===== config.mk =====
export PLATFORM = sky130hd
export DESIGN_NAME = tga_rle_pixel_stream_decoder
export DESIGN_NICKNAME = d
export VERILOG_FILES = /design/src/tga_dec_pkg.sv /design/src/tga_dec_regs.sv /design/src/tga_dec_front.sv /design/src/tga_dec_fifo.sv /design/src/tga_dec_back.sv /design/src/tga_rle_pixel_stream_decoder.sv
export SDC_FILE = /design/constraint.sdc
export NUM_CORES = 1
export LEC_CHECK = 0
export ABC_CLOCK_PERIOD_IN_PS = 6200
export BUFFER_PORTS_ARGS = -buffer_cell sky130_fd_sc_hd__clkbuf_2
export CORE_MARGIN = 1.5
export CORE_UTILIZATION = 23
export DETAILED_ROUTE_END_ITERATION = 10
export HOLD_SLACK_MARGIN = 0.08
export PLACE_DENSITY = 0.44
export SLEW_MARGIN = 20
export SYNTH_ARGS = -nofsm -noshare
export SYNTH_HDL_FRONTEND = slang
export SYNTH_HIERARCHICAL = 1
export SYNTH_SLANG_ARGS = --single-unit

===== constraint.sdc =====
create_clock -name clk -period 6.2 [get_ports clk]
set_input_delay 0.93 -clock clk [delete_from_list [all_inputs] [get_ports clk]]
set_output_delay 0.93 -clock clk [all_outputs]
set_load 0.01 [all_outputs]

===== src/tga_dec_pkg.sv =====
package tga_dec_pkg;

  localparam int CFG_AW = 4;
  localparam int Q_DEPTH = 4;
  localparam int Q_AW = $clog2(Q_DEPTH);

  localparam logic [7:0] REPEAT_BIAS = 8'd127;
  localparam logic [7:0] FULL_ALPHA = 8'd255;
  localparam logic [7:0] SINGLE_RUN = 8'd1;

  typedef enum logic [1:0] {
    REG_RLE_ENABLE,
    REG_FOUR_BPP,
    REG_IMAGE_WIDTH,
    REG_IMAGE_HEIGHT
  } tga_reg_t;

  typedef struct packed {
    logic        rle_enable;
    logic        four_bpp;
    logic [31:0] total;
  } tga_cfg_t;

  typedef struct packed {
    logic [7:0] data;
    logic [1:0] lane;
    logic       pix_end;
    logic [7:0] run;
    logic       last;
  } tga_tok_t;

endpackage


===== src/tga_dec_regs.sv =====
module tga_dec_regs
  import tga_dec_pkg::*;
(
  input  logic              clk,
  input  logic              rst_n,
  input  logic              psel,
  input  logic              penable,
  input  logic              pwrite,
  input  logic [CFG_AW-1:0] paddr,
  input  logic [31:0]       pwdata,
  output logic [31:0]       prdata,
  output logic              pready,
  output tga_cfg_t          cfg,
  output logic              restart
);

  logic        rle_r;
  logic        four_r;
  logic [15:0] width_r;
  logic [15:0] height_r;
  logic [31:0] total_r;
  logic [15:0] width_eff;
  logic [15:0] height_eff;
  logic [31:0] total_nxt;
  tga_reg_t    idx;

  assign pready = 1'b1;
  assign idx = tga_reg_t'(paddr[CFG_AW-1:2]);
  assign restart = psel && penable && pwrite;

  assign width_eff = (width_r == 16'd0) ? 16'd1 : width_r;
  assign height_eff = (height_r == 16'd0) ? 16'd1 : height_r;
  assign total_nxt = {16'd0, width_eff} * {16'd0, height_eff};

  always_ff @(posedge clk) begin
    if (!rst_n) begin
      rle_r    <= 1'b0;
      four_r   <= 1'b1;
      width_r  <= 16'd1;
      height_r <= 16'd1;
      total_r  <= 32'd1;
    end else begin
      total_r <= total_nxt;
      if (restart) begin
        unique case (idx)
          REG_RLE_ENABLE:   rle_r    <= pwdata[0];
          REG_FOUR_BPP:     four_r   <= pwdata[0];
          REG_IMAGE_WIDTH:  width_r  <= pwdata[15:0];
          REG_IMAGE_HEIGHT: height_r <= pwdata[15:0];
          default:          rle_r    <= rle_r;
        endcase
      end
    end
  end

  always_comb begin
    unique case (idx)
      REG_RLE_ENABLE:   prdata = {31'd0, rle_r};
      REG_FOUR_BPP:     prdata = {31'd0, four_r};
      REG_IMAGE_WIDTH:  prdata = {16'd0, width_r};
      REG_IMAGE_HEIGHT: prdata = {16'd0, height_r};
      default:          prdata = 32'd0;
    endcase
  end

  assign cfg.rle_enable = rle_r;
  assign cfg.four_bpp = four_r;
  assign cfg.total = total_r;

endmodule


===== src/tga_dec_front.sv =====
module tga_dec_front
  import tga_dec_pkg::*;
(
  input  logic       clk,
  input  logic       rst_n,
  input  tga_cfg_t   cfg,
  input  logic       restart,
  input  logic       in_valid,
  output logic       in_ready,
  input  logic [7:0] in_data_byte,
  input  logic       q_full,
  output logic       q_push,
  output tga_tok_t   q_tok
);

  logic        rep_r;
  logic        rep_nxt;
  logic [7:0]  left_r;
  logic [7:0]  left_nxt;
  logic [1:0]  lane_r;
  logic [1:0]  lane_nxt;
  logic [31:0] remain_r;
  logic [31:0] remain_nxt;
  logic        reload_r;
  logic        reload_nxt;

  logic        accept;
  logic        is_hdr;
  logic        pix_end;
  logic [7:0]  run_raw;
  logic [7:0]  run_out;
  logic [31:0] rem;
  logic        last;

  assign in_ready = !q_full;
  assign accept = in_valid && in_ready;

  always_comb begin
    is_hdr = cfg.rle_enable && (left_r == 8'd0);
    pix_end = (lane_r == 2'd3) || (!cfg.four_bpp && (lane_r == 2'd2));
    run_raw = (cfg.rle_enable && rep_r) ? left_r : SINGLE_RUN;
    rem = reload_r ? cfg.total : remain_r;
    last = (rem[31:8] == 24'd0) && (rem[7:0] <= run_raw);
    if (last) begin
      run_out = (rem[7:0] == 8'd0) ? SINGLE_RUN : rem[7:0];
    end else begin
      run_out = run_raw;
    end
  end

  always_comb begin
    rep_nxt = rep_r;
    left_nxt = left_r;
    lane_nxt = lane_r;
    remain_nxt = remain_r;
    reload_nxt = reload_r;
    priority if (restart) begin
      rep_nxt = 1'b0;
      left_nxt = 8'd0;
      lane_nxt = 2'd0;
      reload_nxt = 1'b1;
    end else if (accept && is_hdr) begin
      rep_nxt = in_data_byte[7];
      left_nxt = in_data_byte[7] ? (in_data_byte - REPEAT_BIAS) : (in_data_byte + 8'd1);
      lane_nxt = 2'd0;
    end else if (accept && !pix_end) begin
      lane_nxt = lane_r + 2'd1;
    end else if (accept) begin
      lane_nxt = 2'd0;
      if (last) begin
        rep_nxt = 1'b0;
        left_nxt = 8'd0;
        reload_nxt = 1'b1;
      end else begin
        remain_nxt = rem - {24'd0, run_raw};
        reload_nxt = 1'b0;
        if (cfg.rle_enable) begin
          left_nxt = rep_r ? 8'd0 : (left_r - 8'd1);
        end
      end
    end
  end

  always_ff @(posedge clk) begin
    if (!rst_n) begin
      rep_r    <= 1'b0;
      left_r   <= 8'd0;
      lane_r   <= 2'd0;
      remain_r <= 32'd0;
      reload_r <= 1'b1;
    end else begin
      rep_r    <= rep_nxt;
      left_r   <= left_nxt;
      lane_r   <= lane_nxt;
      remain_r <= remain_nxt;
      reload_r <= reload_nxt;
    end
  end

  assign q_push = accept && !is_hdr && !restart;
  assign q_tok.data = in_data_byte;
  assign q_tok.lane = lane_r;
  assign q_tok.pix_end = pix_end;
  assign q_tok.run = run_out;
  assign q_tok.last = last;

endmodule


===== src/tga_dec_fifo.sv =====
module tga_dec_fifo
  import tga_dec_pkg::*;
(
  input  logic     clk,
  input  logic     rst_n,
  input  logic     push,
  input  tga_tok_t push_tok,
  output logic     full,
  input  logic     pop,
  output logic     head_valid,
  output tga_tok_t head_tok
);

  tga_tok_t      mem_r [Q_DEPTH];
  logic [Q_AW-1:0] wr_ptr_r;
  logic [Q_AW-1:0] rd_ptr_r;
  logic [Q_AW:0]   count_r;
  logic [Q_AW:0]   count_nxt;
  logic            do_pop;

  assign full = (count_r == (Q_AW+1)'(Q_DEPTH));
  assign head_valid = (count_r != '0);
  assign head_tok = mem_r[rd_ptr_r];
  assign do_pop = pop && head_valid;

  always_comb begin
    count_nxt = count_r;
    unique case ({push, do_pop})
      2'b10:   count_nxt = count_r + 1'b1;
      2'b01:   count_nxt = count_r - 1'b1;
      default: count_nxt = count_r;
    endcase
  end

  always_ff @(posedge clk) begin
    if (push) begin
      mem_r[wr_ptr_r] <= push_tok;
    end
  end

  always_ff @(posedge clk) begin
    if (!rst_n) begin
      wr_ptr_r <= '0;
      rd_ptr_r <= '0;
      count_r  <= '0;
    end else begin
      count_r <= count_nxt;
      if (push) begin
        wr_ptr_r <= wr_ptr_r + 1'b1;
      end
      if (do_pop) begin
        rd_ptr_r <= rd_ptr_r + 1'b1;
      end
    end
  end

endmodule


===== src/tga_dec_back.sv =====
module tga_dec_back
  import tga_dec_pkg::*;
(
  input  logic       clk,
  input  logic       rst_n,
  input  tga_cfg_t   cfg,
  input  logic       tok_valid,
  input  tga_tok_t   tok,
  output logic       tok_pop,
  output logic       out_valid,
  input  logic       out_ready,
  output logic [7:0] out_red,
  output logic [7:0] out_green,
  output logic [7:0] out_blue,
  output logic [7:0] out_alpha,
  output logic [7:0] out_run_length,
  output logic       out_last_pixel
);

  logic [31:0] gather_r;
  logic [31:0] merged;
  logic        out_valid_r;
  logic        load;
  logic [7:0]  red_r;
  logic [7:0]  green_r;
  logic [7:0]  blue_r;
  logic [7:0]  alpha_r;
  logic [7:0]  run_r;
  logic        last_r;

  always_comb begin
    merged = gather_r;
    unique case (tok.lane)
      2'd0:    merged[7:0] = tok.data;
      2'd1:    merged[15:8] = tok.data;
      2'd2:    merged[23:16] = tok.data;
      default: merged[31:24] = tok.data;
    endcase
  end

  assign tok_pop = tok_valid && (!tok.pix_end || !out_valid_r || out_ready);
  assign load = tok_pop && tok.pix_end;

  always_ff @(posedge clk) begin
    if (tok_pop) begin
      gather_r <= merged;
    end
    if (load) begin
      red_r   <= merged[23:16];
      green_r <= merged[15:8];
      blue_r  <= merged[7:0];
      alpha_r <= cfg.four_bpp ? merged[31:24] : FULL_ALPHA;
      run_r   <= tok.run;
      last_r  <= tok.last;
    end
  end

  always_ff @(posedge clk) begin
    if (!rst_n) begin
      out_valid_r <= 1'b0;
    end else if (load) begin
      out_valid_r <= 1'b1;
    end else if (out_ready) begin
      out_valid_r <= 1'b0;
    end
  end

  assign out_valid = out_valid_r;
  assign out_red = red_r;
  assign out_green = green_r;
  assign out_blue = blue_r;
  assign out_alpha = alpha_r;
  assign out_run_length = run_r;
  assign out_last_pixel = last_r;

endmodule


===== src/tga_rle_pixel_stream_decoder.sv =====
// A byte is taken in every cycle in which the four-entry queue behind the front end has room.
// A pixel's final byte is written into the queue and then loaded into the output register, from which the pixel leaves.
// The sustained rate is one byte per cycle, limited only by the output handshake.
// The synchronous active-low reset restores the register defaults, empties the queue,
// clears the output valid and starts a new image.
module tga_rle_pixel_stream_decoder
  import tga_dec_pkg::*;
(
  input  logic              clk,
  input  logic              rst_n,
  input  logic              in_valid,
  output logic              in_ready,
  input  logic [7:0]        in_data_byte,
  output logic              out_valid,
  input  logic              out_ready,
  output logic [7:0]        out_red,
  output logic [7:0]        out_green,
  output logic [7:0]        out_blue,
  output logic [7:0]        out_alpha,
  output logic [7:0]        out_run_length,
  output logic              out_last_pixel,
  input  logic              psel,
  input  logic              penable,
  input  logic              pwrite,
  input  logic [CFG_AW-1:0] paddr,
  input  logic [31:0]       pwdata,
  output logic [31:0]       prdata,
  output logic              pready
);

  tga_cfg_t cfg;
  logic     restart;
  logic     q_full;
  logic     q_push;
  tga_tok_t q_tok;
  logic     head_valid;
  tga_tok_t head_tok;
  logic     tok_pop;

  tga_dec_regs u_regs (
    .clk     (clk),
    .rst_n   (rst_n),
    .psel    (psel),
    .penable (penable),
    .pwrite  (pwrite),
    .paddr   (paddr),
    .pwdata  (pwdata),
    .prdata  (prdata),
    .pready  (pready),
    .cfg     (cfg),
    .restart (restart)
  );

  tga_dec_front u_front (
    .clk          (clk),
    .rst_n        (rst_n),
    .cfg          (cfg),
    .restart      (restart),
    .in_valid     (in_valid),
    .in_ready     (in_ready),
    .in_data_byte (in_data_byte),
    .q_full       (q_full),
    .q_push       (q_push),
    .q_tok        (q_tok)
  );

  tga_dec_fifo u_fifo (
    .clk        (clk),
    .rst_n      (rst_n),
    .push       (q_push),
    .push_tok   (q_tok),
    .full       (q_full),
    .pop        (tok_pop),
    .head_valid (head_valid),
    .head_tok   (head_tok)
  );

  tga_dec_back u_back (
    .clk            (clk),
    .rst_n          (rst_n),
    .cfg            (cfg),
    .tok_valid      (head_valid),
    .tok            (head_tok),
    .tok_pop        (tok_pop),
    .out_valid      (out_valid),
    .out_ready      (out_ready),
    .out_red        (out_red),
    .out_green      (out_green),
    .out_blue       (out_blue),
    .out_alpha      (out_alpha),
    .out_run_length (out_run_length),
    .out_last_pixel (out_last_pixel)
  );

endmodule


* Word-level counts from Yosys, hierarchy flattened *
Memory sizes are Yosys's and may differ from the RTL's. A register that Yosys moved wholly into a read port is not among the register bits.
Cells that the tools add are included.

storage, ports and cells
  flip-flop bits (word level) = 191
  latch bits = 0
  RAM bits = 80
  memory bits (read-only) = 0
  bits of input ports = 51
  output and inout bits = 76
  memories kept = 1

cells by class
  add/subtract/negate cells = 9
  multiply operators = 1
  divide/modulo/power cells = 0
  magnitude comparators = 1
  eq/ne operators = 11
  shift-type cells = 0
  multiplexer cells = 32
  bitwise gates (word level) = 5
  reduce and logical (&&, ||, !) cells = 49

memory list
  memory        words  width  read ports  clocked after Yosys merged registers in  write ports  line                RTL
  u_fifo.mem_r  4      20     1           1                                        1            tga_dec_fifo.sv:14  tga_tok_t mem_r [Q_DEPTH];

operator list
  cell                                                 count
  one-hot mux 32 bit (4 select lines)                  1
  2-to-1 mux 8 bit                                     14
  logical NOT 16 bit                                   2
  multiplier 16 x 16 -> 32 bit                         1
  2-to-1 mux 16 bit                                    2
  2-to-1 mux 32 bit                                    1
  subtractor 32 x 8 -> 32 bit                          1
  logical NOT 24 bit                                   1
  logical NOT 8 bit                                    2
  logical AND 1 bit                                    14
  equality test 2 bit, second input constant           6
  nonzero test 2 bit                                   5
  2-to-1 mux 1 bit                                     9
  AND reduction 3 bit                                  3
  adder 8 x 1 -> 8 bit, second input constant          1
  <= comparator 8 bit                                  1
  2-to-1 mux 2 bit                                     4
  AND reduction 2 bit                                  4
  subtractor 8 x 1 -> 8 bit, second input constant     1
  subtractor 8 x 7 -> 8 bit, second input constant     1
  logical NOT 1 bit                                    7
  adder 2 x 1 -> 2 bit, second input constant          3
  equality test 2 x 1 -> 1 bit, second input constant  3
  one-hot mux 3 bit (2 select lines)                   1
  11 further kinds                                     20

* Depth between registers and ports, before layout *
Gate-level depths: netlist (run 1).

  word-level depth = 8
  depth in mapped cells = 25
  mapped depth without buffers = 22

* Hierarchy *
The synthesis (run 1) kept the hierarchy.

by module, submodules not included
  module         instances  cells each  area an instance (um^2)  sequential area each (um^2)
  tga_dec_regs   1          1336        11357.1                  1321.3
  tga_dec_front  1          544         4206.5                   880.8
  tga_dec_fifo   1          151         3360.7                   2582.5
  tga_dec_back   1          147         2819.0                   2212.1

* Worst setup path before layout (run 1) *
No wires, ideal clock.

  kind = register -> register
  start point = register u_regs.width_r[7]
  end point = register u_regs.total_r[30]
  data arrival time = 5654 ps
  data required time = 6085 ps
  slack = 431 ps
  cell stages (with the launch flop) = 23
  clock period less this slack = 5769 ps
  cells stage by stage = dfxtp_1 clkbuf_1 nor4_1 a41oi_1 clkbuf_1 nand2b_1 fa_1 fa_1 inv_1 fa_1 fa_1 fa_1 inv_1 fa_1 inv_1 ha_1 nand2_1 nor2_1 nand4_1 a31oi_1 o21ai_0 and3_1 o21a_1

between the ends
  cells in the longest elaborated chain, start to end = 3

ends and longest elaborated chain
  element                           line                RTL
  start, declared                   tga_dec_regs.sv:19  logic [15:0] width_r;
  start signal, assigned            tga_dec_regs.sv:48  REG_IMAGE_WIDTH: width_r <= pwdata[15:0];
  logical NOT 16 bit                tga_dec_regs.sv:31  assign width_eff = (width_r == 16'd0) ? 16'd1 : width_r;
  2-to-1 mux 16 bit (*)             tga_dec_regs.sv:31
  multiplier 16 x 16 -> 32 bit (*)  tga_dec_regs.sv:33  assign total_nxt = {16'd0, width_eff} * {16'd0, height_eff};
  end signal, assigned              tga_dec_regs.sv:43  total_r <= total_nxt;
  end, declared                     tga_dec_regs.sv:21  logic [31:0] total_r;

Every way passes the cells marked *; elsewhere a longest branch is shown, timed or not.
A chain may end at the register's enable or synchronous reset.

* Worst setup path in the final report (run 1) *
  start point = register u_regs.width_r[3]
  end point = register u_regs.total_r[31]

Same word-level chain as after synthesis.

==> results of run 1 <==
[worst min-delay path, stage by stage (launching register included)]
cell	delay, ns
sky130_fd_sc_hd__dfxtp_1	0.31
sky130_fd_sc_hd__nand2_1	0.05
sky130_fd_sc_hd__a21oi_1	0.05
[where the power goes]
group          internal [mW]  total [mW]  switching [mW]
sequential              2.37        2.46          0.0963
clock                   1.36        2.15           0.789
combinational          0.484        1.24           0.752
total                   4.21        5.84            1.64
[sequential cells by signal, summed over array words and instances, names as in the netlist, 2 cells and up, named ones only]
name                   count
u_regs/width_r            16
u_front/remain_r          32
u_fifo/wr_ptr_r            2
u_fifo/mem_r              80
u_front/left_r             8
u_back/out_alpha           8
u_back/out_run_length      8
u_fifo/count_r             3
u_fifo/rd_ptr_r            2
u_regs/total_r            32
u_back/out_red             8
u_back/out_blue            8
u_regs/height_r           16
u_back/out_green           8
u_front/lane_r             2
u_back/gather_r           32
[routing by layer]
metal  part of all wire, %  vias up  wire length [µm]
li1                      -     7337                 -
met1                    46     8007             26000
met2                    49      301             27700
met3                   3.5       48              2010
met4                   1.7        0               957
met5                     0        -                 0
[area by class of cell]
type                    count  area share (%)
clock buffers              34            3.22
clock inverters            24            1.69
inverters                 268            4.07
multi-input cells        1493            52.6
flip-flops and latches    273            28.4
well taps                1254            6.35
repair buffers            152            3.74
[final timing paths]
path / end / depth (start not counted) / slack, ns
max: u_regs/total_r[31]$_SDFF_PN0_ / 24 / 0.29
min: u_front/remain_r[4]$_SDFFE_PN0P_ / 2 / 0.45
max reg2reg: u_regs/total_r[31]$_SDFF_PN0_ / 24 / 0.29
min reg2reg: u_front/remain_r[4]$_SDFFE_PN0P_ / 2 / 0.45
[cells in the mapped netlist, types with 15 or more instances]
cell	count	area share, %
sky130_fd_sc_hd__o21a_1	15	0.52
sky130_fd_sc_hd__xor2_1	20	0.81
sky130_fd_sc_hd__nor2_1	56	0.97
sky130_fd_sc_hd__fa_1	196	18
sky130_fd_sc_hd__mux2i_1	39	1.8
sky130_fd_sc_hd__nor2b_1	36	1.0
sky130_fd_sc_hd__buf_2	23	0.53
sky130_fd_sc_hd__buf_4	30	1.0
sky130_fd_sc_hd__mux2_2	26	1.3
sky130_fd_sc_hd__a31oi_1	18	0.52
sky130_fd_sc_hd__ha_1	122	7.0
sky130_fd_sc_hd__mux4_2	21	2.2
sky130_fd_sc_hd__nand3_1	37	0.85
sky130_fd_sc_hd__a21oi_1	65	1.5
sky130_fd_sc_hd__clkbuf_1	91	1.6
sky130_fd_sc_hd__edfxtp_1	153	21
sky130_fd_sc_hd__dfxtp_1	120	11
sky130_fd_sc_hd__nand4_1	19	0.55
sky130_fd_sc_hd__a21boi_0	33	1.1
sky130_fd_sc_hd__nand2b_1	18	0.52
sky130_fd_sc_hd__inv_1	268	4.6
sky130_fd_sc_hd__nor3_1	32	0.74
sky130_fd_sc_hd__o21ai_0	63	1.5
sky130_fd_sc_hd__xnor2_1	20	0.81
sky130_fd_sc_hd__and3_1	20	0.58
sky130_fd_sc_hd__nand2_1	282	4.9
sky130_fd_sc_hd__and2_1	137	3.9
sky130_fd_sc_hd__or3_1	16	0.46
[cells by family (layout without fill, tap and decap cells)]
group	count (synthesis)	after routing	synth area share (%)
XOR/XNOR	40	40	1.61
flip-flops	273	273	32.2
other	2	17	0.0345
adder cells (fa/ha/maj)	318	318	25.1
AO/OA/AOI/OAI	321	321	10.5
multiplexers	87	87	5.37
buffers and inverters	427	478	8.44
AND/OR/NAND/NOR	710	710	16.8
[through the flow]
step           setup WS, ns  hold slack (ns)  instances
3_3_place_gp          0.221            0.440       3440
5_1_grt            -0.00402            0.462       3498
3_5_place_dp          0.199            0.446       3440
6_report              0.286            0.454       3498
2_1_floorplan         0.431            0.429       2193
4_1_cts               0.178            0.455       3498
==> insert_results.sql, run 1 <==
INSERT INTO impl_metrics (metric_group, metric, value, unit) VALUES
('floorplanning', 'core_region_area', '93500', 'µm²'),
('pwr', 'p_total', '5.84', 'mW'),
('clocking', 'clk_root_buffer_cell', 'sky130_fd_sc_hd__clkbuf_16', ''),
('clocking', 'cts.sinks', '273', ''),
('grt', 'grt_pass1_wl', '90300', 'µm'),
('layout', 'layout.cells.most_common', 'sky130_fd_sc_hd__nand2_1', ''),
('setup_path', 'critical_path_class', 'flip-flop to flip-flop', ''),
('grt', 'grt.met1_usage', '15.9', '%'),
('placed_design', 'gp_congestion', '0.819', ''),
('clocking', 'cts_hold_repair.buffers', '0', ''),
('routing', 'drc', '0', ''),
('worst_hold_path', 'path_type_of_the_worst_min_delay_path', 'flip-flop to flip-flop', ''),
('grt', 'number_of_global_route_vias_before_repair', '16278', ''),
('yosys', 'synth_cell_types', '99', ''),
('pwr', 'power_density', '236', 'nW/µm²'),
('floorplanning', 'std_cell_rows', '112', ''),
('sta', 'finalMaxSlewViolations', '0', ''),
('grt', 'global_route.overflow_total', '0', ''),
('setup_path', 'worst_setup_path_start_kind', 'flip-flop', ''),
('grt', 'grtUsageMet2', '20.4', '%'),
('floorplanning', 'chipHeight', '310', 'µm'),
('clocking', 'clk_transition_reported_paths', '0.06', 'ns'),
('sta', 'final.min_clock_period', '5.91', 'ns'),
('setup_path', 'cp.buffers_inverters', '8', ''),
('yosys', 'synth-edff-count', '153', ''),
('placed_design', 'numPortBuffers', '91', ''),
('sta', 'post-route-period-util', '95.4', '%'),
('sta', 'grt_setup_unrepaired', 'yes', ''),
('yosys', 'synthesis.area', '21700', 'µm²'),
('yosys', 'ys.flop_type', 'sky130_fd_sc_hd__edfxtp_1', ''),
('setup_path', 'critical_path.max_stage_delay', '0.56', 'ns'),
('clocking', 'cts_inserted_buffers', '31', ''),
('clocking', 'cts_tree', 'done', ''),
('layout', 'fraction_of_final_layout_cells_with_drive_strength_greater_than_1', '14.5', '%'),
('routing', 'detail_route.vias_per_cell', '4.49', ''),
('setup_path', 'worst_ep_required_time', '6.73', 'ns'),
('yosys', 'syn-instance-count', '2178', ''),
('layout', 'leading_cell_types_in_the_layout_fill_and_taps_excluded', 'sky130_fd_sc_hd__nand2_1 (282), sky130_fd_sc_hd__inv_1 (268), sky130_fd_sc_hd__fa_1 (196), sky130_fd_sc_hd__edfxtp_1 (153), sky130_fd_sc_hd__and2_1 (133)', ''),
('clocking', 'post-cts-setup-buffers', '0', ''),
('floorplanning', 'die_area', '96400', 'µm²'),
('layout', 'finalInstanceArea', '24700', 'µm²'),
('setup_path', 'cp.arrival', '6.45', 'ns'),
('layout', 'utilization', '26.5', '%'),
('routing', 'ant_nets', '0', ''),
('floorplanning', 'initial_utilization', '23.3', '%'),
('layout', 'multiInputGateArea', '13000', 'µm²'),
('routing', 'drt_first_iter_violations', '924', ''),
('flow_run', 'drv.max_cap_violation_count', '0', ''),
('yosys', 'yosys_register_bits', '273', ''),
('grt', 'grt.busiest_layer', 'met2', ''),
('setup_path', 'critPathLaunch', 'u_regs/width_r[3]$_SDFFE_PN0P_', ''),
('setup_path', 'cp_cell_sequence', 'nor4_1 -> a41oi_1 -> buf_4 -> nand2b_1 -> fa_1 -> inv_1 -> ha_1 -> inv_1 -> fa_1 -> fa_1 -> inv_1 -> fa_1 -> inv_1 -> fa_1 -> inv_1 -> ha_1 -> buf_4 -> nand4_1 -> o22ai_1 -> inv_1 -> o211ai_1 -> a21oi_2 -> or3_1 -> nand3_1', ''),
('sta', 'clock-skew-final', '0.0187', 'ns'),
('sta', 'fmax', '0.169', 'GHz'),
('sta', 'setup_viol', '0', ''),
('clocking', 'insertion_delay', '0.59', 'ns'),
('yosys', 'postSynthAreaPerCell', '9.98', 'µm²'),
('layout', 'areaGrowthSynthToFinish', '13.7', '%'),
('layout', 'final_nets', '2588', ''),
('floorplanning', 'die_w', '310', 'µm'),
('routing', 'postRouteWirelength', '56700', 'µm'),
('sta', 'worst_slew_pin_slew', '1.10', 'ns'),
('grt', 'groute.usage.overall', '11.8', '%'),
('outcome', 'outcome', 'finished, final reports clean', ''),
('layout', 'fillers', '10007', ''),
('placed_design', 'hpwlAfterDp', '41800', 'µm'),
('worst_hold_path', 'hold_path.startpoint', 'u_front/remain_r[4]$_SDFFE_PN0P_', ''),
('grt', 'antenna_found_initial', '1', ''),
('clocking', 'bufs_on_longest_clock_path', '3', ''),
('setup_path', 'crit_path_frequent_cell', 'sky130_fd_sc_hd__inv_1', ''),
('pwr', 'vdd_drop_max', '0.181', 'mV');
Note: power is estimated with default switching activity, not from simulation.
==> run 2: changes to the inputs <==
--- a/config.mk
+++ b/config.mk
@@ -7,11 +7,11 @@
 export LEC_CHECK = 0
 export ABC_CLOCK_PERIOD_IN_PS = 6200
 export BUFFER_PORTS_ARGS = -buffer_cell sky130_fd_sc_hd__clkbuf_2
-export CORE_MARGIN = 1.5
-export CORE_UTILIZATION = 23
+export CORE_MARGIN = 8
+export CORE_UTILIZATION = 42
 export DETAILED_ROUTE_END_ITERATION = 10
 export HOLD_SLACK_MARGIN = 0.08
-export PLACE_DENSITY = 0.44
+export PLACE_DENSITY = 0.63
 export SLEW_MARGIN = 20
 export SYNTH_ARGS = -nofsm -noshare
 export SYNTH_HDL_FRONTEND = slang
==> insert_results.sql, run 2 (synthesized netlist as in run 1, its figures left out) <==
INSERT INTO impl_metrics (metric_group, metric, value, unit) VALUES
('layout', 'final_nets', '2573', ''),
('sta', 'finalHoldViolations', '0', ''),
('sta', 'fmax', '0.168', 'GHz'),
('sta', 'worst_slew_pin_slew', '1.11', 'ns'),
('setup_path', 'critical_path.max_stage_delay', '0.51', 'ns'),
('sta', 'post-route-period-util', '95.7', '%'),
('grt', 'groute.usage.overall', '16.7', '%'),
('layout', 'largest_register', 'u_fifo/mem_r', ''),
('clocking', 'insertion_delay', '0.58', 'ns'),
('routing', 'drt_pre_antenna_iters', '7', ''),
('layout', 'layout.cells.most_common', 'sky130_fd_sc_hd__nand2_1', ''),
('sta', 'setup-tns-final', '0', 'ns'),
('floorplanning', 'core_region_area', '51300', 'µm²'),
('clocking', 'cts_inserted_buffers', '30', ''),
('worst_hold_path', 'path_type_of_the_worst_min_delay_path', 'flip-flop to flip-flop', ''),
('routing', 'postRouteWirelength', '50400', 'µm'),
('routing', 'route.detailed.wl_per_inst', '17.3', 'µm'),
('setup_path', 'cp.buffers_inverters', '4', ''),
('floorplanning', 'boundaryPins', '127', ''),
('flow_run', 'drv.max_cap_violation_count', '0', ''),
('clocking', 'cts_hold_repair.buffers', '0', ''),
('layout', 'areaGrowthSynthToFinish', '8.86', '%'),
('clocking', 'number_of_instances_resized_during_post_cts_repair', '0', ''),
('sta', 'timing.max_slew.rel_slack', '25.7', '%'),
('pwr', 'power_density', '229', 'nW/µm²'),
('grt', 'global_route.overflow_total', '0', ''),
('sta', 'clock-skew-final', '0.0228', 'ns'),
('clocking', 'cts_tree', 'done', ''),
('pwr', 'p_leak', '10.3', 'nW'),
('floorplanning', 'initial_utilization', '42.4', '%'),
('pwr', 'power_switching_share', '28.8', '%'),
('setup_path', 'cp_cell_sequence', 'nor4_2 -> a41oi_1 -> nand2b_1 -> fa_1 -> fa_1 -> inv_1 -> fa_1 -> fa_1 -> fa_1 -> inv_1 -> fa_1 -> inv_1 -> ha_1 -> nand2_1 -> buf_4 -> o21a_1 -> o21ai_0 -> a31oi_1 -> a221oi_1 -> nor2_1 -> mux2i_1', ''),
('layout', 'leading_cell_types_in_the_layout_fill_and_taps_excluded', 'sky130_fd_sc_hd__nand2_1 (282), sky130_fd_sc_hd__inv_1 (268), sky130_fd_sc_hd__fa_1 (196), sky130_fd_sc_hd__edfxtp_1 (153), sky130_fd_sc_hd__and2_1 (134)', ''),
('grt', 'grt_max_degree', '87', ''),
('sta', 'finalMaxSlewViolations', '0', ''),
('routing', 'maxUsedRoutingLayer', 'met4', ''),
('sta', 'layout_setup_ws', '0.264', 'ns'),
('pwr', 'p_seq_share', '45.5', '%'),
('outcome', 'outcome', 'finished, final reports clean', ''),
('setup_path', 'cp.arrival', '6.40', 'ns'),
('floorplanning', 'die_area', '59300', 'µm²'),
('routing', 'drt_first_iter_violations', '1058', ''),
('placed_design', 'gp_congestion', '0.883', ''),
('sta', 'final.min_clock_period', '5.94', 'ns'),
('setup_path', 'timing.critical_path.slowest_stage_cell', 'sky130_fd_sc_hd__fa_1', ''),
('pwr', 'comb_power_share', '23.1', '%'),
('grt', 'number_of_global_route_vias_before_repair', '15859', ''),
('layout', 'utilization', '46.1', '%'),
('routing', 'detailed_route_via_count', '15571', ''),
('pwr', 'p_clk_share', '31.5', '%'),
('routing', 'wl_met1', '21400', 'µm'),
('placed_design', 'pre_cts_slack', '0.139', 'ns'),
('layout', 'fraction_of_final_layout_cells_with_drive_strength_greater_than_1', '13.2', '%'),
('floorplanning', 'chipHeight', '244', 'µm'),
('setup_path', 'timing.critical_path.fanout_max', '8', ''),
('pwr', 'p_int', '3.86', 'mW'),
('clocking', 'bufs_on_longest_clock_path', '3', ''),
('floorplanning', 'die_w', '244', 'µm'),
('clocking', 'clk_root_buffer_cell', 'sky130_fd_sc_hd__clkbuf_16', ''),
('clocking', 'post-cts-setup-buffers', '0', ''),
('grt', 'antenna_found_initial', '0', ''),
('setup_path', 'crit_path_frequent_cell', 'sky130_fd_sc_hd__fa_1', ''),
('routing', 'detail_route.vias_per_cell', '5.36', ''),
('sta', 'setup_viol', '0', ''),
('clocking', 'cts.htree.levels', '1', ''),
('sta', 'grt_setup_unrepaired', 'no', ''),
('routing', 'drc', '0', ''),
('setup_path', 'critPathTopFamily', 'adder cells', ''),
('setup_path', 'critPathCaptureType', 'flip-flop', ''),
('layout', 'fillers', '4879', ''),
('routing', 'dr_wl_met3', '2670', 'µm'),
('placed_design', 'hpwlAfterDp', '37500', 'µm'),
('routing', 'ant_nets', '0', ''),
('floorplanning', 'std_cell_rows', '83', ''),
('setup_path', 'worst_setup_path_start_kind', 'flip-flop', ''),
('pwr', 'switchingPower', '1.56', 'mW'),
('pwr', 'vdd_drop_max', '0.209', 'mV'),
('setup_path', 'critical_path_class', 'flip-flop to flip-flop', ''),
('grt', 'grt_pass1_wl', '82700', 'µm'),
('layout', 'antennaDiodeCount', '0', ''),
('clocking', 'cts.sinks', '273', ''),
('routing', 'route.met2.wl', '25300', 'µm'),
('setup_path', 'worst_ep_required_time', '6.67', 'ns'),
('placed_design', 'numPortBuffers', '91', ''),
('clocking', 'clk_transition_reported_paths', '0.06', 'ns'),
('layout', 'flip_flop_count_of_the_largest_register_all_copies_and_words_added', '80', '');
[run 2: changes by cell type in the layout (fill, tap and decap cells not counted), sizes merged]
cell | before | now
buf | 62 | 47
bufinv | 10 | 1
clkbuf | 124 | 131
clkinv | 7 | 10
clkinvlp | 4 | 3
inv | 271 | 269
[run 2: metal layers]
metal / global-route usage, % / up-vias
met2: 29.0 / 374
met1: 21.8 / 7835
li1: - / 7294
met3: 2.36 / 68
met5: 0 / -
met4: 4.19 / 0
[run 2: worst register-to-register path: stages (launching register included)]
cell,delay [ns]
sky130_fd_sc_hd__dfxtp_1,0.32
sky130_fd_sc_hd__nor4_2,0.36
sky130_fd_sc_hd__a41oi_1,0.20
sky130_fd_sc_hd__nand2b_1,0.20
sky130_fd_sc_hd__fa_1,0.47
sky130_fd_sc_hd__fa_1,0.49
sky130_fd_sc_hd__inv_1,0.06
sky130_fd_sc_hd__fa_1,0.39
sky130_fd_sc_hd__fa_1,0.51
sky130_fd_sc_hd__fa_1,0.49
sky130_fd_sc_hd__inv_1,0.05
sky130_fd_sc_hd__fa_1,0.47
sky130_fd_sc_hd__inv_1,0.04
sky130_fd_sc_hd__ha_1,0.42
sky130_fd_sc_hd__nand2_1,0.12
sky130_fd_sc_hd__buf_4,0.17
sky130_fd_sc_hd__o21a_1,0.19
sky130_fd_sc_hd__o21ai_0,0.21
sky130_fd_sc_hd__a31oi_1,0.15
sky130_fd_sc_hd__a221oi_1,0.30
sky130_fd_sc_hd__nor2_1,0.10
sky130_fd_sc_hd__mux2i_1,0.12
[run 2: path summary, 6_finish.rpt]
path | slack [ns] | startpoint | cells past startpoint | endpoint
worst max-delay path | 0.26 | u_regs/width_r[3]$_SDFFE_PN0P_ | 21 | u_regs/total_r[29]$_SDFF_PN0_
worst min-delay path | 0.45 | u_front/remain_r[2]$_SDFFE_PN0P_ | 2 | u_front/remain_r[2]$_SDFFE_PN0P_
worst min register to register | 0.45 | u_front/remain_r[2]$_SDFFE_PN0P_ | 2 | u_front/remain_r[2]$_SDFFE_PN0P_
worst max register to register | 0.26 | u_regs/width_r[3]$_SDFFE_PN0P_ | 21 | u_regs/total_r[29]$_SDFF_PN0_
[run 2: area by class of cell]
type	instances	area (µm²)	area share (%)
multi-input cells	1493	13000	55.0
flip-flops and latches	273	7000	29.6
inverters	268	1010	4.25
well taps	680	851	3.59
repair buffers	138	848	3.58
clock buffers	40	818	3.46
clock inverters	15	138	0.581
[run 2: power groups by stage]
stage                     Clock [mW]  Sequential [mW]  Combinational (mW)
final                           1.70             2.46                1.25
after global routing            1.83             2.49                1.36
after CTS                       1.76             2.47                1.23
after detailed placement           0             2.51                1.22
after global placement             0             2.50                1.17
after floorplan                    0             2.54               0.854
[run 2: stage by stage]
step	instance area, µm²	hold WS, ns	cells	power (mW)
after CTS	23600	0.450	2906	5.46
after detailed placement	22700	0.442	2851	3.73
after global routing	23700	0.467	2907	5.68
after global placement	22600	0.441	2850	3.67
final	23700	0.449	2907	5.42
after floorplan	21800	0.429	2193	3.39
